===== config.mk =====
export PLATFORM = sky130hd
export DESIGN_NAME = collapsing_queue_with_overflow_top
export DESIGN_NICKNAME = d
export VERILOG_FILES = /design/src/sv/cqo_pkg.sv /design/src/sv/cqo_cell.sv /design/src/sv/collapsing_queue_with_overflow_top.sv
export SDC_FILE = /design/constraint.sdc
export NUM_CORES = 1
export LEC_CHECK = 0
export ABC_AREA = 1
export BUFFER_PORTS_ARGS = -buffer_cell sky130_fd_sc_hd__buf_2
export CORE_UTILIZATION = 31
export CTS_CLUSTER_SIZE = 25
export DETAILED_ROUTE_END_ITERATION = 6
export SLEW_MARGIN = 20
export SYNTH_ARGS = -nofsm -noshare
export SYNTH_HDL_FRONTEND = slang
export SYNTH_HIERARCHICAL = 1
export SYNTH_SLANG_ARGS = --single-unit

===== constraint.sdc =====
create_clock -name clk -period 6 [get_ports clk]
set_input_delay 0.3 -clock clk [delete_from_list [all_inputs] [get_ports clk]]
set_output_delay 0.3 -clock clk [all_outputs]
set_load 0.05 [all_outputs]

===== src/sv/cqo_pkg.sv =====
`timescale 1ns / 1ps
// ----------------------------------------------------------------------------
// Collapsing queue package
// Shared constants, result codes and the per-cell control word used by the
// main queue and overflow chains.
// ----------------------------------------------------------------------------
package cqo_pkg;

  // Default sizes of the two stores and of the ID key.
  localparam int MAIN_DEPTH_DEF = 12;
  localparam int WAIT_DEPTH_DEF = 16;
  localparam int ID_BITS_DEF    = 16;

  // Result codes reported with every word.
  typedef enum logic [2:0] {
    ST_STORED    = 3'd0,
    ST_WAITING   = 3'd1,
    ST_DUPLICATE = 3'd2,
    ST_REMOVED   = 3'd3,
    ST_NOT_FOUND = 3'd4,
    ST_WAIT_FULL = 3'd5
  } status_t;

  // Control word for one storage cell.
  typedef struct packed {
    logic load;   // take the load data
    logic shift;  // take the neighbor's data when at or past the hit
  } cell_ctl_t;

endpackage


===== src/sv/cqo_cell.sv =====
`timescale 1ns / 1ps
// ----------------------------------------------------------------------------
// Collapsing queue storage cell
// Holds one ID, compares it against the captured key, passes a running
// "at or past the hit" flag down the chain and takes its right neighbor's ID
// when the chain collapses.
// ----------------------------------------------------------------------------
module cqo_cell #(
  parameter int ID_BITS = cqo_pkg::ID_BITS_DEF
) (
  input  logic                  clk,
  input  logic                  capture,
  input  logic                  occ,
  input  logic [ID_BITS-1:0]    key,
  input  cqo_pkg::cell_ctl_t    ctl,
  input  logic [ID_BITS-1:0]    load_id,
  input  logic [ID_BITS-1:0]    next_id,
  input  logic                  past_in,
  output logic                  past_out,
  output logic [ID_BITS-1:0]    id,
  output logic                  hit
);
  import cqo_pkg::*;

  // The flag is set in this cell and every cell after the matching one.
  assign past_out = past_in || hit;

  // Match capture on accept, then load or collapse on the update cycle.
  always_ff @(posedge clk) begin
    if (capture) begin
      hit <= occ && (id == key);
    end
    if (ctl.load) begin
      id <= load_id;
    end else if (ctl.shift && past_out) begin
      id <= next_id;
    end
  end

endmodule


===== src/sv/collapsing_queue_with_overflow_top.sv =====
`timescale 1ns / 1ps
// A result word is registered by the update step that follows acceptance of
// its request word; the update waits while the result side stalls.
// No new request is taken until the update of the last one is done; the
// accepting edge captures the key match in every cell, and the update then
// changes the cell chains and the fill counters.
// Reset clears the fill counters, the sequencer and the result valid; slot
// contents are not cleared.
// ----------------------------------------------------------------------------
// Collapsing queue with overflow FIFO
// Ordered main queue of IDs built from a row of cells that collapses on
// removal, backed by a shifting overflow chain that refills the main queue.
// ----------------------------------------------------------------------------
module collapsing_queue_with_overflow_top #(
  parameter int MAIN_DEPTH = cqo_pkg::MAIN_DEPTH_DEF,
  parameter int WAIT_DEPTH = cqo_pkg::WAIT_DEPTH_DEF,
  parameter int ID_BITS    = cqo_pkg::ID_BITS_DEF
) (
  input  logic                              clk,
  input  logic                              rst,
  input  logic                              in_valid,
  output logic                              in_stall,
  input  logic                              mode,
  input  logic [ID_BITS-1:0]                plane_id,
  output logic                              out_valid,
  input  logic                              out_stall,
  output logic [2:0]                        status,
  output logic                              promoted_valid,
  output logic [ID_BITS-1:0]                promoted_id,
  output logic [$clog2(MAIN_DEPTH+1)-1:0]   main_count,
  output logic [$clog2(WAIT_DEPTH+1)-1:0]   wait_count
);
  import cqo_pkg::*;

  localparam int MFW = $clog2(MAIN_DEPTH + 1);
  localparam int WFW = $clog2(WAIT_DEPTH + 1);
  localparam logic [MFW-1:0] MAIN_CAP = MFW'(MAIN_DEPTH);
  localparam logic [WFW-1:0] WAIT_CAP = WFW'(WAIT_DEPTH);

  typedef enum logic {S_IDLE, S_EXEC} state_t;

  state_t               state;
  logic                 mode_q;
  logic [ID_BITS-1:0]   key_q;
  logic [MFW-1:0]       main_fill;
  logic [WFW-1:0]       wait_fill;

  logic                 in_take;
  logic                 out_free;
  logic                 exec_go;

  // Cell chain signals.
  logic [ID_BITS-1:0]   main_id   [MAIN_DEPTH];
  logic [MAIN_DEPTH-1:0] main_hit;
  logic [MAIN_DEPTH-1:0] main_occ;
  logic [MAIN_DEPTH-1:0] main_past;
  cell_ctl_t            main_ctl  [MAIN_DEPTH];
  logic [ID_BITS-1:0]   wait_id   [WAIT_DEPTH];
  logic [WAIT_DEPTH-1:0] wait_hit;
  logic [WAIT_DEPTH-1:0] wait_occ;
  logic [WAIT_DEPTH-1:0] wait_past;
  cell_ctl_t            wait_ctl  [WAIT_DEPTH];

  // Update decisions.
  logic                 main_load;
  logic [MFW-1:0]       main_pos;
  logic [ID_BITS-1:0]   main_load_id;
  logic                 main_shift;
  logic                 wait_load;
  logic                 wait_pop;
  logic                 removed;
  logic                 promote;
  logic [MFW-1:0]       fill_after;
  logic [MFW-1:0]       main_fill_next;
  logic [WFW-1:0]       wait_fill_next;
  status_t              st_next;

  assign in_stall = (state != S_IDLE);
  assign in_take  = in_valid && !in_stall;
  assign out_free = !out_valid || !out_stall;
  assign exec_go  = (state == S_EXEC) && out_free;

  // Main queue cells: cell 0 is the oldest entry.
  assign main_past[0] = 1'b0;
  for (genvar i = 0; i < MAIN_DEPTH; i++) begin : g_main
    logic [ID_BITS-1:0] nbr;
    logic               po;

    assign main_occ[i]       = (main_fill > MFW'(i));
    assign main_ctl[i].load  = main_load && (main_pos == MFW'(i));
    assign main_ctl[i].shift = main_shift;

    if (i + 1 < MAIN_DEPTH) begin : g_mid
      assign nbr            = main_id[i+1];
      assign main_past[i+1] = po;
    end else begin : g_end
      assign nbr = '0;
    end

    cqo_cell #(.ID_BITS(ID_BITS)) u_cell (
      .clk      (clk),
      .capture  (in_take),
      .occ      (main_occ[i]),
      .key      (plane_id),
      .ctl      (main_ctl[i]),
      .load_id  (main_load_id),
      .next_id  (nbr),
      .past_in  (main_past[i]),
      .past_out (po),
      .id       (main_id[i]),
      .hit      (main_hit[i])
    );
  end

  // Overflow cells: cell 0 is the FIFO head; a pop shifts the whole chain.
  assign wait_past[0] = 1'b1;
  for (genvar j = 0; j < WAIT_DEPTH; j++) begin : g_wait
    logic [ID_BITS-1:0] nbr;
    logic               po;

    assign wait_occ[j]       = (wait_fill > WFW'(j));
    assign wait_ctl[j].load  = wait_load && (wait_fill == WFW'(j));
    assign wait_ctl[j].shift = wait_pop;

    if (j + 1 < WAIT_DEPTH) begin : g_mid
      assign nbr            = wait_id[j+1];
      assign wait_past[j+1] = po;
    end else begin : g_end
      assign nbr = '0;
    end

    cqo_cell #(.ID_BITS(ID_BITS)) u_cell (
      .clk      (clk),
      .capture  (in_take),
      .occ      (wait_occ[j]),
      .key      (plane_id),
      .ctl      (wait_ctl[j]),
      .load_id  (key_q),
      .next_id  (nbr),
      .past_in  (wait_past[j]),
      .past_out (po),
      .id       (wait_id[j]),
      .hit      (wait_hit[j])
    );
  end

  // Decide the update from the captured match bits.
  always_comb begin
    main_load      = 1'b0;
    main_pos       = main_fill;
    main_load_id   = key_q;
    main_shift     = 1'b0;
    wait_load      = 1'b0;
    wait_pop       = 1'b0;
    removed        = |main_hit;
    fill_after     = main_fill - MFW'(removed);
    promote        = 1'b0;
    main_fill_next = main_fill;
    wait_fill_next = wait_fill;
    st_next        = ST_DUPLICATE;

    if (!mode_q) begin
      // Enter: reject duplicates, then fill main, then overflow.
      if ((|main_hit) || (|wait_hit)) begin
        st_next = ST_DUPLICATE;
      end else if (main_fill != MAIN_CAP) begin
        main_load      = exec_go;
        main_fill_next = main_fill + MFW'(1);
        st_next        = ST_STORED;
      end else if (wait_fill != WAIT_CAP) begin
        wait_load      = exec_go;
        wait_fill_next = wait_fill + WFW'(1);
        st_next        = ST_WAITING;
      end else begin
        st_next = ST_WAIT_FULL;
      end
    end else begin
      // Exit: collapse over the matching slot, then refill from the FIFO head.
      st_next    = removed ? ST_REMOVED : ST_NOT_FOUND;
      main_shift = exec_go && removed;
      promote    = (wait_fill != '0) && (fill_after != MAIN_CAP);
      main_pos   = fill_after;
      main_load_id = wait_id[0];
      main_load  = exec_go && promote;
      wait_pop   = exec_go && promote;
      main_fill_next = fill_after + MFW'(promote);
      wait_fill_next = wait_fill - WFW'(promote);
    end
  end

  // Sequencer, fill counters and the result word register.
  always_ff @(posedge clk) begin
    if (rst) begin
      state          <= S_IDLE;
      main_fill      <= '0;
      wait_fill      <= '0;
      out_valid      <= 1'b0;
      status         <= '0;
      promoted_valid <= 1'b0;
      promoted_id    <= '0;
      main_count     <= '0;
      wait_count     <= '0;
      mode_q         <= 1'b0;
      key_q          <= '0;
    end else begin
      // The result valid is set by an update and cleared once the word is taken.
      if (exec_go) begin
        out_valid <= 1'b1;
      end else if (!out_stall) begin
        out_valid <= 1'b0;
      end
      case (state)
        S_IDLE: begin
          if (in_take) begin
            mode_q <= mode;
            key_q  <= plane_id;
            state  <= S_EXEC;
          end
        end
        S_EXEC: begin
          if (out_free) begin
            main_fill      <= main_fill_next;
            wait_fill      <= wait_fill_next;
            status         <= st_next;
            promoted_valid <= promote;
            promoted_id    <= promote ? wait_id[0] : '0;
            main_count     <= main_fill_next;
            wait_count     <= wait_fill_next;
            state          <= S_IDLE;
          end
        end
        default: begin
          state <= S_IDLE;
        end
      endcase
    end
  end

  // The overflow FIFO only holds entries while the main queue is full.
  a_wait_needs_full_main: assert property (@(posedge clk) disable iff (rst)
    (wait_fill != '0) |-> (main_fill == MAIN_CAP))
    else $error("overflow holds entries while the main queue has room");

  // Keys are unique across both stores, so at most one cell can match.
  a_single_match: assert property (@(posedge clk) disable iff (rst)
    (state == S_EXEC) |-> $onehot0({main_hit, wait_hit}))
    else $error("more than one cell matched the key");

  // A promotion only follows a removal from the main queue.
  a_promote_after_remove: assert property (@(posedge clk) disable iff (rst)
    (out_valid && promoted_valid) |-> (status == ST_REMOVED))
    else $error("promotion reported without a removal");

  // Fill counters never pass their capacity.
  a_fill_bounds: assert property (@(posedge clk) disable iff (rst)
    (main_fill <= MAIN_CAP) && (wait_fill <= WAIT_CAP))
    else $error("fill counter past capacity");

endmodule

==> impl_metrics.ini <==
[yosys]
ys_types = 40
yosysTopAreaCell = edfxtp_1
synthCells = 4321
synth_area_um2 = 31700
synthTopCellsByArea = edfxtp_1 45%, nand2_1 26%, inv_1 6.9%, nor2_1 3.5%, dfxtp_1 3.0%
synth_top_area_share = 0.451
ys_seq_area_frac = 0.481
synth_ff_type = edfxtp_1
ys_warn_count = 6
synthArstFlopShare = 0
ys_ff_latch = 524
syn_area_per_cell_um2 = 7.34
synth_edf_count = 476

[cells_and_area]
fillers = 10500
multi_input_area_um2 = 13300
drive_gt1_frac = 0.0906
final_cell_mix = 2179 x nand2_1, 583 x inv_1, 476 x edfxtp_1
diodes = 0
fin_nets = 4456
area.sequential_um2 = 15300
layout_commonest_cell = nand2_1
synthToLayoutAreaGrowth_pct = 11.9
final_util = 0.352

[floorplanning]
die_height_um = 322
dieArea_um2 = 104000
start_util = 0.315
io-pin-count = 52
fp.dieW_um = 322
core.rowCount = 116
coreArea_um2 = 101000

[status]
run_status = complete, no violations

[flow_run]
timing.max_cap.violations = 0

[power_and_ir_drop]
p_leak_nw = 17.0
p_per_area_nw_per_um2 = 242
ir_drop_uv = 195

[placed_design]
gp_congestion = 0.923
dp_hpwl_um = 63300
pre_cts_ws_ns = 1.30
numPortBuffers = 51

[setup_path]
path_max_fanout = 16
cp_common_cell = or2_2
crit_buf_inv = 0
critPathMaxStageDelay_ns = 0.38
critPathKind = reg -> reg
arrival_ns = 4.95
crit_chain = or2_2 > or2_2 > or2_2 > or2_2 > or2_2 > or2_2 > or2_2 > or2_2 > or2_2 > or2_2 > or2_2 > or2_2 > nand2_1 > nand2_1
critPathTopFamily = simple AND/OR/NAND/NOR gates
start_kind = flop
worstPathRequired_ns = 6.24
worst_path_max_delay_cell = edfxtp_1
cp-end-kind = flop

[cts]
ctsResizeCount = 0
tritoncts = done
htreeDepth = 2
clkTransAtPathRegs_ns = 0.06
insertion_delay_ns = 0.63
clock-root-buffer = clkbuf_16
clockBufferDepth = 3
cts_sinks = 524
cts_buffers = 58

[sta]
finalHoldViolCount = 0
drv_slew = 0
setup_slack_ns = 1.29
worst_slew_pin_slew_ns = 1.21
rsz0062_at_grt = no
setup_viol = 0
finClkSkew_ns = 0.0318
final.period_utilization = 0.785
fin_hold_ws_ns = 0.0538
setup_tns_ns = 0
relSlewSlack = 0.192
period_minus_slack_ns = 4.71
timing.fmax_ghz = 0.212

[routing]
drc = 0
first_pass_iters = 5
route.vias.total = 26700
ant_nets = 0
wl_per_cell_um = 16.5
drt_iter0_markers = 2299
wl_um = 96100
via_per_inst = 4.58

[grt]
antenna_found_initial = 1
grt.total_usage = 0.184
grt_max_degree = 58
grt_pass1_vias = 24300
grt_pass1_wl_um = 145000
gr-total-overflow = 0

[worst_hold_path]
hp-class = in -> reg
## flip-flops by register name (all words and copies together) (netlist names), 3 cells and up
register / count
main_fill: 4
g_wait.u_cell/id: 256
g_main.u_cell/hit: 12
g_main.u_cell/id: 192
g_wait.u_cell/hit: 16
key_q: 16
status: 3
wait_fill: 5
promoted_id: 16
## layer usage
metal	vias up	track usage	routed length (µm)
met5	-	0	0
met4	0	0.0580	2980
met3	163	0.0311	8110
met2	1010	0.287	41500
met1	12200	0.259	43500
li1	13400	-	-
## where the power goes
| part | internal (mW) | leakage [nW] | switching [mW] |
|---|---|---|---|
| clock | 2.20 | 0.976 | 1.54 |
| combinational | 0.190 | 11.4 | 0.577 |
| sequential | 4.00 | 4.71 | 0.0643 |
| total | 6.39 | 17.0 | 2.18 |
## synthesized netlist by cell type, types with 28 or more instances
cell type  count
nand2_2       36
xnor2_1       85
buf_6         32
inv_4         28
o21ai_0       51
nand3_1       78
inv_1        583
buf_4         57
a21oi_1       47
or2_2         29
xor2_1        60
edfxtp_1     476
nand2_1     2179
nor2_1       292
inv_2         32
dfxtp_1       48
o21ai_1       57
o22ai_1       56
nor2_2        34
## per-stage QoR
stage	instance area [µm²]	instances	power, mW
3_5_place_dp	33400	5718	4.89
6_report	35500	5829	8.57
2_1_floorplan	31800	4353	4.51
5_1_grt	35500	5829	8.84
3_3_place_gp	33400	5718	4.88
4_1_cts	35500	5829	8.62
## cell type report
cell class / count / share of cell area
tap: 1357 / 0.0479
clock inverter: 35 / 0.0114
clock buffer: 74 / 0.0452
multi-input combinational: 3080 / 0.375
inverter: 645 / 0.0702
timing repair buffer: 114 / 0.0207
sequential: 524 / 0.430
## cells by family after synthesis
| group | Yosys count | synth area share |
|---|---|---|
| simple gates | 2663 | 0.328 |
| buf+inv | 749 | 0.106 |
| flops | 524 | 0.481 |
| compound gates | 226 | 0.0395 |
| xor+xnor | 145 | 0.0401 |
| fa+ha+maj | 12 | 0.00497 |
| other cells | 2 | 0.000237 |
## worst paths after layout
kind / from / end / slack (ns) / cells after the start
max: g_main[0].u_cell/hit$_DFFE_PP_ / g_main[11].u_cell/id[2]$_DFFE_PP_ / 1.29 / 14
min: rst / status[0]$_SDFFE_PP0P_ / 0.05 / 2
max reg2reg: g_main[0].u_cell/hit$_DFFE_PP_ / g_main[11].u_cell/id[2]$_DFFE_PP_ / 1.29 / 14
min reg2reg: promoted_id[9]$_SDFFE_PP0P_ / promoted_id[9]$_SDFFE_PP0P_ / 0.45 / 2
## worst register-to-register path: stages (launching register included)
cell      delay, ns
edfxtp_1       0.38
or2_2          0.31
or2_2          0.29
or2_2          0.28
or2_2          0.29
or2_2          0.29
or2_2          0.30
or2_2          0.29
or2_2          0.30
or2_2          0.29
or2_2          0.30
or2_2          0.30
or2_2          0.27
nand2_1        0.07
nand2_1        0.38
## what timing repair did
action,4_1_cts,5_1_grt
hold endpoints to repair,2,0
buffers inserted,0,0
hold buffers,2,0
Power figures use the tool's default switching activity.
